File: src/rtl/mmh3_pkg.sv
`timescale 1ns / 1ps
// ----------------------------------------------------------------------------
// MurmurHash3 string hash package
// Constants, datapath operation codes and controller/datapath bundles.
// ----------------------------------------------------------------------------
package mmh3_pkg;

  // Reset value of the seed register.
  localparam logic [31:0] SEED_RESET = 32'hc467_5a42;

  // Block mix constants.
  localparam logic [31:0] MIX_C1  = 32'hcc9e_2d51;
  localparam logic [31:0] MIX_C2  = 32'h1b87_3593;
  localparam logic [31:0] MIX_ADD = 32'he654_6b64;
  localparam int unsigned MIX_ROT1 = 15;
  localparam int unsigned MIX_ROT2 = 13;

  // Final avalanche constants.
  localparam logic [31:0] AVL_C1 = 32'h85eb_ca6b;
  localparam logic [31:0] AVL_C2 = 32'hc2b2_ae35;
  localparam int unsigned AVL_SH1 = 16;
  localparam int unsigned AVL_SH2 = 13;

  // Operations the controller issues to the datapath, one per cycle.
  typedef enum logic [3:0] {
    OP_NONE,
    OP_TAKE,   // absorb the accepted input transaction
    OP_MIX1,   // w = w * C1
    OP_MIX2,   // w = rotl(w, 15) * C2
    OP_MIX3,   // h = rotl(h ^ w, 13) * 5 + ADD
    OP_TAIL,   // w = leftover bytes, phase cleared
    OP_AVL1,   // w = ((h ^ len) ^ >>16) * AC1
    OP_AVL2,   // w = (w ^ >>13) * AC2
    OP_DONE    // result = w ^ >>16, clear string state
  } dp_op_e;

  typedef struct packed {
    dp_op_e op;
  } dp_cmd_t;

  typedef struct packed {
    logic phase_full;   // three bytes held, the next byte completes a word
    logic phase_nz;     // leftover bytes are held
  } dp_status_t;

  // Left rotate of a 32-bit word by a constant amount.
  function automatic logic [31:0] rotl32(input logic [31:0] x, input int unsigned n);
    rotl32 = (x << n) | (x >> (32 - n));
  endfunction

endpackage

File: src/rtl/mmh3_cfg_if.sv
`timescale 1ns / 1ps
// ----------------------------------------------------------------------------
// Seed configuration channel
// Valid/ready write channel carrying the seed register value.
// ----------------------------------------------------------------------------
interface mmh3_cfg_if;
  logic        valid;
  logic        ready;
  logic [31:0] data;

  modport source (output valid, output data, input ready);
  modport sink   (input valid, input data, output ready);
endinterface

File: src/rtl/mmh3_in_if.sv
`timescale 1ns / 1ps
// ----------------------------------------------------------------------------
// Byte input channel
// Valid/ready channel carrying one string byte or an end marker.
// ----------------------------------------------------------------------------
interface mmh3_in_if;
  logic       valid;
  logic       ready;
  logic [7:0] data_byte;
  logic       byte_valid;
  logic       last;

  modport source (output valid, output data_byte, output byte_valid, output last,
                  input ready);
  modport sink   (input valid, input data_byte, input byte_valid, input last,
                  output ready);
endinterface

File: src/rtl/mmh3_out_if.sv
`timescale 1ns / 1ps
// ----------------------------------------------------------------------------
// Hash result channel
// Valid/ready channel carrying one 32-bit string hash.
// ----------------------------------------------------------------------------
interface mmh3_out_if;
  logic        valid;
  logic        ready;
  logic [31:0] hash_value;

  modport source (output valid, output hash_value, input ready);
  modport sink   (input valid, input hash_value, output ready);
endinterface

File: src/rtl/mmh3_datapath.sv
`timescale 1ns / 1ps
// ----------------------------------------------------------------------------
// MurmurHash3 datapath
// Hash state, byte assembly and one shared 32x32 multiplier driven by the
// controller's operation code.
// ----------------------------------------------------------------------------
module mmh3_datapath (
  input  logic                  clk_i,
  input  logic                  rst_ni,
  input  mmh3_pkg::dp_cmd_t     cmd_i,
  input  logic [7:0]            data_byte_i,
  input  logic                  byte_valid_i,
  input  logic                  cfg_we_i,
  input  logic [31:0]           cfg_data_i,
  output mmh3_pkg::dp_status_t  status_o,
  output logic [31:0]           hash_value_o
);
  import mmh3_pkg::*;

  logic [31:0] seed_q,    seed_d;
  logic [31:0] hash_q,    hash_d;
  logic [31:0] work_q,    work_d;
  logic [23:0] partial_q, partial_d;
  logic [1:0]  phase_q,   phase_d;
  logic [31:0] count_q,   count_d;
  logic        started_q, started_d;
  logic [31:0] result_q,  result_d;

  logic [31:0] mul_a, mul_b, mul_p;
  logic [31:0] len_mix, avl_mix, mix_rot;

  // Shared multiplier operand selection.
  always_comb begin
    len_mix = (hash_q ^ count_q) ^ ((hash_q ^ count_q) >> AVL_SH1);
    avl_mix = work_q ^ (work_q >> AVL_SH2);
    mul_a   = work_q;
    mul_b   = MIX_C1;
    case (cmd_i.op)
      OP_MIX2: begin
        mul_a = rotl32(work_q, MIX_ROT1);
        mul_b = MIX_C2;
      end
      OP_AVL1: begin
        mul_a = len_mix;
        mul_b = AVL_C1;
      end
      OP_AVL2: begin
        mul_a = avl_mix;
        mul_b = AVL_C2;
      end
      default: begin
        mul_a = work_q;
        mul_b = MIX_C1;
      end
    endcase
    mul_p = mul_a * mul_b;
  end

  // Second half of the block mix: rotate, times five, add.
  assign mix_rot = rotl32(hash_q ^ work_q, MIX_ROT2);

  // Next-state logic for the hash state.
  always_comb begin
    seed_d    = seed_q;
    hash_d    = hash_q;
    work_d    = work_q;
    partial_d = partial_q;
    phase_d   = phase_q;
    count_d   = count_q;
    started_d = started_q;
    result_d  = result_q;

    case (cmd_i.op)
      OP_TAKE: begin
        if (byte_valid_i) begin
          started_d = 1'b1;
          count_d   = count_q + 32'd1;
          case (phase_q)
            2'd0: begin
              partial_d[7:0] = data_byte_i;
              phase_d        = 2'd1;
            end
            2'd1: begin
              partial_d[15:8] = data_byte_i;
              phase_d         = 2'd2;
            end
            2'd2: begin
              partial_d[23:16] = data_byte_i;
              phase_d          = 2'd3;
            end
            default: begin
              work_d    = {data_byte_i, partial_q};
              partial_d = '0;
              phase_d   = 2'd0;
            end
          endcase
        end
      end
      OP_MIX1, OP_MIX2, OP_AVL1, OP_AVL2: begin
        work_d = mul_p;
      end
      OP_MIX3: begin
        hash_d = (mix_rot << 2) + mix_rot + MIX_ADD;
      end
      OP_TAIL: begin
        work_d    = {8'd0, partial_q};
        partial_d = '0;
        phase_d   = 2'd0;
      end
      OP_DONE: begin
        result_d  = work_q ^ (work_q >> AVL_SH1);
        hash_d    = seed_q;
        partial_d = '0;
        phase_d   = 2'd0;
        count_d   = '0;
        started_d = 1'b0;
      end
      default: begin
      end
    endcase

    // A seed write also reloads the hash when no string is in progress.
    if (cfg_we_i) begin
      seed_d = cfg_data_i;
      if (!started_d) begin
        hash_d = cfg_data_i;
      end
    end
  end

  // Control and hash state registers.
  always_ff @(posedge clk_i or negedge rst_ni) begin
    if (!rst_ni) begin
      seed_q    <= SEED_RESET;
      hash_q    <= SEED_RESET;
      partial_q <= '0;
      phase_q   <= 2'd0;
      count_q   <= '0;
      started_q <= 1'b0;
    end else begin
      seed_q    <= seed_d;
      hash_q    <= hash_d;
      partial_q <= partial_d;
      phase_q   <= phase_d;
      count_q   <= count_d;
      started_q <= started_d;
    end
  end

  // Payload registers.
  always_ff @(posedge clk_i) begin
    work_q   <= work_d;
    result_q <= result_d;
  end

  assign status_o.phase_full = (phase_q == 2'd3);
  assign status_o.phase_nz   = (phase_q != 2'd0);
  assign hash_value_o        = result_q;

endmodule

File: src/rtl/mmh3_ctrl.sv
`timescale 1ns / 1ps
// ----------------------------------------------------------------------------
// MurmurHash3 controller
// Sequences block mixes, the leftover-byte mix and the final avalanche, and
// owns the input and output handshakes.
// ----------------------------------------------------------------------------
module mmh3_ctrl (
  input  logic                  clk_i,
  input  logic                  rst_ni,
  input  logic                  in_valid_i,
  input  logic                  in_byte_valid_i,
  input  logic                  in_last_i,
  output logic                  in_ready_o,
  output logic                  out_valid_o,
  input  logic                  out_ready_i,
  input  mmh3_pkg::dp_status_t  status_i,
  output mmh3_pkg::dp_cmd_t     cmd_o
);
  import mmh3_pkg::*;

  typedef enum logic [7:0] {
    S_IDLE = 8'b0000_0001,
    S_MIX1 = 8'b0000_0010,
    S_MIX2 = 8'b0000_0100,
    S_MIX3 = 8'b0000_1000,
    S_TAIL = 8'b0001_0000,
    S_AVL1 = 8'b0010_0000,
    S_AVL2 = 8'b0100_0000,
    S_OUT  = 8'b1000_0000
  } state_e;

  state_e state_q, state_d;
  logic   last_q, last_d;
  logic   out_valid_q, out_valid_d;
  logic   in_accept;
  logic   out_free;

  assign in_ready_o = (state_q == S_IDLE);
  assign in_accept  = in_valid_i && in_ready_o;
  assign out_free   = !out_valid_q || out_ready_i;

  // Next-state and command decode.
  always_comb begin
    state_d     = state_q;
    last_d      = last_q;
    out_valid_d = out_valid_q;
    cmd_o.op    = OP_NONE;

    if (out_valid_q && out_ready_i) begin
      out_valid_d = 1'b0;
    end

    unique case (state_q)
      S_IDLE: begin
        if (in_accept) begin
          cmd_o.op = OP_TAKE;
          last_d   = in_last_i;
          if (in_byte_valid_i && status_i.phase_full) begin
            state_d = S_MIX1;
          end else if (in_last_i) begin
            state_d = S_TAIL;
          end
        end
      end
      S_MIX1: begin
        cmd_o.op = OP_MIX1;
        state_d  = S_MIX2;
      end
      S_MIX2: begin
        cmd_o.op = OP_MIX2;
        state_d  = S_MIX3;
      end
      S_MIX3: begin
        cmd_o.op = OP_MIX3;
        state_d  = last_q ? S_TAIL : S_IDLE;
      end
      S_TAIL: begin
        // Leftover bytes go through one more block mix; the phase clears,
        // so the second visit moves on to the avalanche.
        if (status_i.phase_nz) begin
          cmd_o.op = OP_TAIL;
          state_d  = S_MIX1;
        end else begin
          state_d = S_AVL1;
        end
      end
      S_AVL1: begin
        cmd_o.op = OP_AVL1;
        state_d  = S_AVL2;
      end
      S_AVL2: begin
        cmd_o.op = OP_AVL2;
        state_d  = S_OUT;
      end
      S_OUT: begin
        if (out_free) begin
          cmd_o.op    = OP_DONE;
          out_valid_d = 1'b1;
          last_d      = 1'b0;
          state_d     = S_IDLE;
        end
      end
      default: begin
        state_d = S_IDLE;
      end
    endcase
  end

  always_ff @(posedge clk_i or negedge rst_ni) begin
    if (!rst_ni) begin
      state_q     <= S_IDLE;
      last_q      <= 1'b0;
      out_valid_q <= 1'b0;
    end else begin
      state_q     <= state_d;
      last_q      <= last_d;
      out_valid_q <= out_valid_d;
    end
  end

  assign out_valid_o = out_valid_q;

endmodule

File: src/rtl/murmur3_string_hash_core.sv
`timescale 1ns / 1ps
// ----------------------------------------------------------------------------
// MurmurHash3 string hash core
// Hashes a byte string, one byte per transaction, into a 32-bit value.
// ----------------------------------------------------------------------------
//
//  Channel   Direction  Payload                          Meaning
//  cfg_i     in         data[31:0]                       seed register write
//  in_i      in         data_byte, byte_valid, last      string byte / end mark
//  out_o     out        hash_value[31:0]                 hash of one string
//
//  A byte that does not complete a word is absorbed directly; a byte that completes
//  a word also runs 3 block-mix steps on the single shared multiplier.
//  An item with last adds a tail check, two avalanche multiplies and a
//  result load, plus a tail load and a block mix for 1 to 3 leftover bytes.
//  The result waits in an output register; the next string's bytes are taken
//  while it waits, and only the next result load stalls on out_o.ready.
//  Reset loads the seed and hash with the default and clears the control state.
//  The configuration channel is always ready.
//
module murmur3_string_hash_core (
  input  logic        clk_i,
  input  logic        rst_ni,
  mmh3_cfg_if.sink    cfg_i,
  mmh3_in_if.sink     in_i,
  mmh3_out_if.source  out_o
);
  import mmh3_pkg::*;

  dp_cmd_t    dp_cmd;
  dp_status_t dp_status;
  logic       cfg_we;

  // Seed writes are taken in any cycle.
  assign cfg_i.ready = 1'b1;
  assign cfg_we      = cfg_i.valid;

  mmh3_ctrl u_ctrl (
    .clk_i           (clk_i),
    .rst_ni          (rst_ni),
    .in_valid_i      (in_i.valid),
    .in_byte_valid_i (in_i.byte_valid),
    .in_last_i       (in_i.last),
    .in_ready_o      (in_i.ready),
    .out_valid_o     (out_o.valid),
    .out_ready_i     (out_o.ready),
    .status_i        (dp_status),
    .cmd_o           (dp_cmd)
  );

  mmh3_datapath u_datapath (
    .clk_i        (clk_i),
    .rst_ni       (rst_ni),
    .cmd_i        (dp_cmd),
    .data_byte_i  (in_i.data_byte),
    .byte_valid_i (in_i.byte_valid),
    .cfg_we_i     (cfg_we),
    .cfg_data_i   (cfg_i.data),
    .status_o     (dp_status),
    .hash_value_o (out_o.hash_value)
  );

endmodule
File: src/flat_wrapper.sv
// flat-port wrapper written by rule: the top's interface ports become plain ports
module murmur3_string_hash_core_flat import mmh3_pkg::*;
  (clk_i, rst_ni, cfg_i_valid, cfg_i_data, cfg_i_ready, in_i_valid, in_i_data_byte, in_i_byte_valid, in_i_last, in_i_ready, out_o_valid, out_o_hash_value, out_o_ready);
  mmh3_cfg_if cfg_i_i ();
  mmh3_in_if in_i_i ();
  mmh3_out_if out_o_i ();
  input  logic clk_i;
  input  logic rst_ni;
  input wire logic [$bits(cfg_i_i.valid)-1:0] cfg_i_valid;
  input wire logic [$bits(cfg_i_i.data)-1:0] cfg_i_data;
  output wire logic [$bits(cfg_i_i.ready)-1:0] cfg_i_ready;
  input wire logic [$bits(in_i_i.valid)-1:0] in_i_valid;
  input wire logic [$bits(in_i_i.data_byte)-1:0] in_i_data_byte;
  input wire logic [$bits(in_i_i.byte_valid)-1:0] in_i_byte_valid;
  input wire logic [$bits(in_i_i.last)-1:0] in_i_last;
  output wire logic [$bits(in_i_i.ready)-1:0] in_i_ready;
  output wire logic [$bits(out_o_i.valid)-1:0] out_o_valid;
  output wire logic [$bits(out_o_i.hash_value)-1:0] out_o_hash_value;
  input wire logic [$bits(out_o_i.ready)-1:0] out_o_ready;
  assign cfg_i_i.valid = cfg_i_valid;
  assign cfg_i_i.data = cfg_i_data;
  assign cfg_i_ready = cfg_i_i.ready;
  assign in_i_i.valid = in_i_valid;
  assign in_i_i.data_byte = in_i_data_byte;
  assign in_i_i.byte_valid = in_i_byte_valid;
  assign in_i_i.last = in_i_last;
  assign in_i_ready = in_i_i.ready;
  assign out_o_valid = out_o_i.valid;
  assign out_o_hash_value = out_o_i.hash_value;
  assign out_o_i.ready = out_o_ready;
  murmur3_string_hash_core u_core (.clk_i(clk_i), .rst_ni(rst_ni), .cfg_i(cfg_i_i), .in_i(in_i_i), .out_o(out_o_i));
endmodule
File: config.mk
export PLATFORM = sky130hd
export DESIGN_NAME = murmur3_string_hash_core_flat
export DESIGN_NICKNAME = d
export VERILOG_FILES = /design/src/rtl/mmh3_pkg.sv /design/src/rtl/mmh3_cfg_if.sv /design/src/rtl/mmh3_in_if.sv /design/src/rtl/mmh3_out_if.sv /design/src/rtl/mmh3_datapath.sv /design/src/rtl/mmh3_ctrl.sv /design/src/rtl/murmur3_string_hash_core.sv /design/src/flat_wrapper.sv
export SDC_FILE = /design/constraint.sdc
export NUM_CORES = 2
export LEC_CHECK = 0
export BUFFER_PORTS_ARGS = -buffer_cell sky130_fd_sc_hd__buf_2
export CORE_ASPECT_RATIO = 0.5
export CORE_MARGIN = 1
export CORE_UTILIZATION = 64
export CTS_BUF_LIST = sky130_fd_sc_hd__clkbuf_8
export CTS_CLUSTER_SIZE = 40
export DETAILED_ROUTE_END_ITERATION = 8
export HOLD_SLACK_MARGIN = 0.12
export PLACE_DENSITY_LB_ADDON = 0.05
export SKIP_CTS_REPAIR_TIMING = 1
export SYNTH_ARGS = -nofsm -noshare
export SYNTH_HDL_FRONTEND = slang
export SYNTH_HIERARCHICAL = 1
export SYNTH_SLANG_ARGS = --single-unit
File: constraint.sdc
create_clock -name clk_i -period 18.45 [get_ports clk_i]
set_clock_uncertainty 0.1 [all_clocks]
set_input_delay 1.845 -clock clk_i [delete_from_list [all_inputs] [get_ports clk_i]]
set_output_delay 1.845 -clock clk_i [all_outputs]
set_load 0.02 [all_outputs]
==> metrics.md <==
| Metric | Value |
|---|---|
| Boundary Pins | `82` |
| Fraction of final layout cells sized beyond drive strength 1 | `8.69%` |
| Result of the run | `complete, no violations` |
| Vias in the first global route | `20,900` |
| Final std cells w/o fill | `3,308` |
| Final wirelength | `92,600 um` |
| Worst-margin pin slew | `1.05 ns` |
| Number of I/O port buffers | `80` |
| CTS Buf Count | `17` |
| Worst slew margin relative to its limit | `30.3%` |
| Via density | `6.20` |
| Pin count of the biggest net entering global routing | `77` |
| Number of H-tree levels | `4` |
| Warning count from the yosys run | `6` |
| Commonest register cell after synthesis | `sky130_fd_sc_hd__dfrtp_1` |
| Worst path most repeated cell | `sky130_fd_sc_hd__fa_1` |
| Height of the die | `145 um` |
| Antenna violations before repair | `4` |
| Sequential share of the synthesized area | `20.3%` |
| Routing layer with the top usage in global route | `met2` |
| GP Congestion | `1.07` |
| Slew Limit Fails | `0` |
| Critical Path Fanout Max | `15` |
| Count of flip-flops with a built-in enable after synthesis | `64` |
| Mapped Avg Cell Area | `9.49 um^2` |
| All-Layer GR Usage | `46.2%` |
| Kind of capture point of the worst setup path | `flop` |
| Routing usage on met2 | `68.4%` |
| Clock latency reported for the late side of the worst-skew pair | `0.51 ns` |
| Antenna Nets Post-Route | `0` |
| Number of DRC markers after the initial detailed-route iteration | `2,715` |
| Routed wire per std cell | `28.0 um` |
| Number of instances in the synthesized netlist | `2,740` |
| Master cell of the clock root buffer | `sky130_fd_sc_hd__clkbuf_8` |
| Number of placement rows | `51` |
| Worst-path clk slew | `0.10 ns` |
| Routing usage on met1 | `60.1%` |
| FFs w/ async S/R, synth | `67.5%` |
| HPWL reported at the end of detailed placement | `77,500 um` |
| Final hold vios | `0` |
| Cell type contributing the most total cell area after synthesis | `sky130_fd_sc_hd__fa_1` |
| Die area | `41,500 um^2` |
| Post-synthesis register bit count | `197` |
| Post-layout net count | `3,399` |
| Max-cap violations | `0` |
| Area delta synth->final | `5.09%` |
| First drt pass iteration count | `6` |
| Critical path startpoint category | `input pin` |
| Sum of negative setup slack | `0 ns` |
| Synthesized netlist net count | `3,378` |
| Leading cell types in the layout, fill and taps excluded | `sky130_fd_sc_hd__inv_1 (580), sky130_fd_sc_hd__fa_1 (392), sky130_fd_sc_hd__nor2_1 (227)` |
| Congestion Overflow GR | `0` |
| Classification of the worst-slack hold path | `flop to flop` |
| Tmin final | `11.81 ns` |
| TritonCTS Sinks | `197` |
| Setup repair after global routing missed its margin | `no` |
| Core outline area | `39,400 um^2` |
| TritonCTS clock tree | `built` |
| Proportion of netlist area held by the largest area contributor | `30.2%` |
| Slowest library cell on the worst path | `sky130_fd_sc_hd__a32oi_1` |
| Top achievable clock speed | `0.0847 GHz` |
| Crit-path max cell delay | `0.81 ns` |
| Starting density of the core | `65.9%` |
| Share of the clock period used by the worst path after layout | `64.0%` |
| DRC | `0` |
| Final setup violating endpoints | `0` |
| Setup CP Type | `input pin to flop` |
| CP Data Required Time | `18.59 ns` |
| Wire length of the first global-routing pass | `134,000 um` |
| CP arrival | `11.95 ns` |
| Cells after DPL | `3,272` |
| Overall via count from detail_route | `20,500` |
| Cell types occupying the most area after synthesis | `sky130_fd_sc_hd__fa_1 (30%), sky130_fd_sc_hd__dfrtp_1 (10%), sky130_fd_sc_hd__ha_1 (9.6%), sky130_fd_sc_hd__inv_1 (8.4%), sky130_fd_sc_hd__edfxtp_1 (7.4%)` |
| Floorplan die width | `287 um` |
| Count of unique library cells instantiated by Yosys | `83` |
| Leading cell type in the layout, fill and taps excluded | `sky130_fd_sc_hd__inv_1` |
| Netlist area before placement | `26,000 um^2` |
| Maximum buffer depth of the clock tree | `2` |
| Global Route met3 Usage | `17.4%` |
==> logic make-up after synthesis <==
kind of cell / Yosys count / synth area share, %
adder cells (fa/ha/maj): 591 / 39.8
flip-flops: 197 / 20.3
other: 1 / 0.0144
XOR/XNOR: 239 / 8.16
buffers and inverters: 697 / 10.2
AO/OA/AOI/OAI: 367 / 9.25
AND/OR/NAND/NOR: 614 / 10.8
multiplexers: 34 / 1.47
==> stage by stage <==
step                cell area [um^2]  hold WS (ns)  setup slack [ns]  utilization [%]
CTS                            27300         0.422              6.84             69.2
global route                   27300         0.436              6.28             69.2
detailed placement             26900         0.398              6.32             68.3
finish                         27300         0.421              6.64             69.3
floorplan                      26000         0.324              8.00                -
global placement               26900         0.389              6.58             68.3
==> registers in the layout (all words and copies together), names as in the netlist <==
name	flops
u_core/u_datapath/phase_q	2
u_core/u_datapath/work_q	32
u_core/u_datapath/hash_value_o	32
u_core/u_datapath/partial_q	24
u_core/u_datapath/seed_q	32
u_core/u_ctrl/state_q	8
u_core/u_ctrl/out_valid_o	1
u_core/u_datapath/hash_q	32
u_core/u_datapath/started_q	1
u_core/u_ctrl/last_q	1
u_core/u_datapath/count_q	32
==> worst paths after layout <==
check                      cells past startpoint                                          end  slack (ns)                                   startpoint
setup / recovery                              36       u_core/u_datapath/work_q[31]$_DFFE_PP_        6.64                                   in_i_valid
hold reg to reg                                1  u_core/u_datapath/partial_q[12]$_DFFE_PN0P_        0.42  u_core/u_datapath/partial_q[12]$_DFFE_PN0P_
hold / removal                                 1  u_core/u_datapath/partial_q[12]$_DFFE_PN0P_        0.42  u_core/u_datapath/partial_q[12]$_DFFE_PN0P_
max in group asynchronous                      2   u_core/u_datapath/partial_q[2]$_DFFE_PN0P_       15.67                                       rst_ni
min in group asynchronous                      1         u_core/u_ctrl/state_q[7]$_DFFE_PN0P_        1.16                                       rst_ni
setup reg to reg                              37       u_core/u_datapath/work_q[31]$_DFFE_PP_        6.94         u_core/u_ctrl/state_q[5]$_DFFE_PN0P_
==> Yosys cell counts (7+ instances only) <==
library cell               instances
sky130_fd_sc_hd__clkbuf_1         94
sky130_fd_sc_hd__nand2b_1         26
sky130_fd_sc_hd__and2_1           20
sky130_fd_sc_hd__xnor2_1         126
sky130_fd_sc_hd__xor2_1          111
sky130_fd_sc_hd__nor2_1          230
sky130_fd_sc_hd__a21oi_1          91
sky130_fd_sc_hd__o21bai_1          8
sky130_fd_sc_hd__ha_1            199
sky130_fd_sc_hd__o22ai_1           8
sky130_fd_sc_hd__a22o_1           29
sky130_fd_sc_hd__inv_1           579
sky130_fd_sc_hd__o21ai_0          81
sky130_fd_sc_hd__dfstp_2          29
sky130_fd_sc_hd__buf_1             7
sky130_fd_sc_hd__nor3_1           12
sky130_fd_sc_hd__edfxtp_1         64
sky130_fd_sc_hd__a31oi_1          21
sky130_fd_sc_hd__or3_1             8
sky130_fd_sc_hd__o21a_1           13
sky130_fd_sc_hd__fa_1            392
sky130_fd_sc_hd__nand2_1         206
sky130_fd_sc_hd__a21o_1           32
sky130_fd_sc_hd__and3_1           14
sky130_fd_sc_hd__nand3_1          34
sky130_fd_sc_hd__nor2b_1          10
sky130_fd_sc_hd__buf_2             7
sky130_fd_sc_hd__nand4_1          13
sky130_fd_sc_hd__a221oi_1         17
sky130_fd_sc_hd__a22oi_1          19
sky130_fd_sc_hd__dfrtp_1         104
sky130_fd_sc_hd__mux2_2           33
==> layout make-up <==
type                            instances  area [um^2]
Tap cell                              530          663
Clock buffer                           17          234
Timing Repair Buffer                  114          662
Fill cell                            3045        12100
Clock inverter                         15          156
Sequential cell                       197         5290
Multi-Input combinational cell       1846        18100
Antenna cell                            4         10.0
Inverter                              585         2200
==> worst max-delay path: cells and delay by family <==
kind	cells	cell delay, ns
AOI/OAI and AO/OA	12	3.62
and+or+nand+nor	7	2.03
buffers and inverters	7	0.59
adders and majority gates	9	3.65
xor gates and xnor gates	1	0.19
==> per-layer routing <==
layer,routed length (um),share of wire (%)
met5,93,0.10
met2,39200,42
met3,12600,14
met1,35600,38
met4,5020,5.4
Power is not shown: default switching activity piles up to over one toggle a cycle in this logic, so the estimate is an artifact.
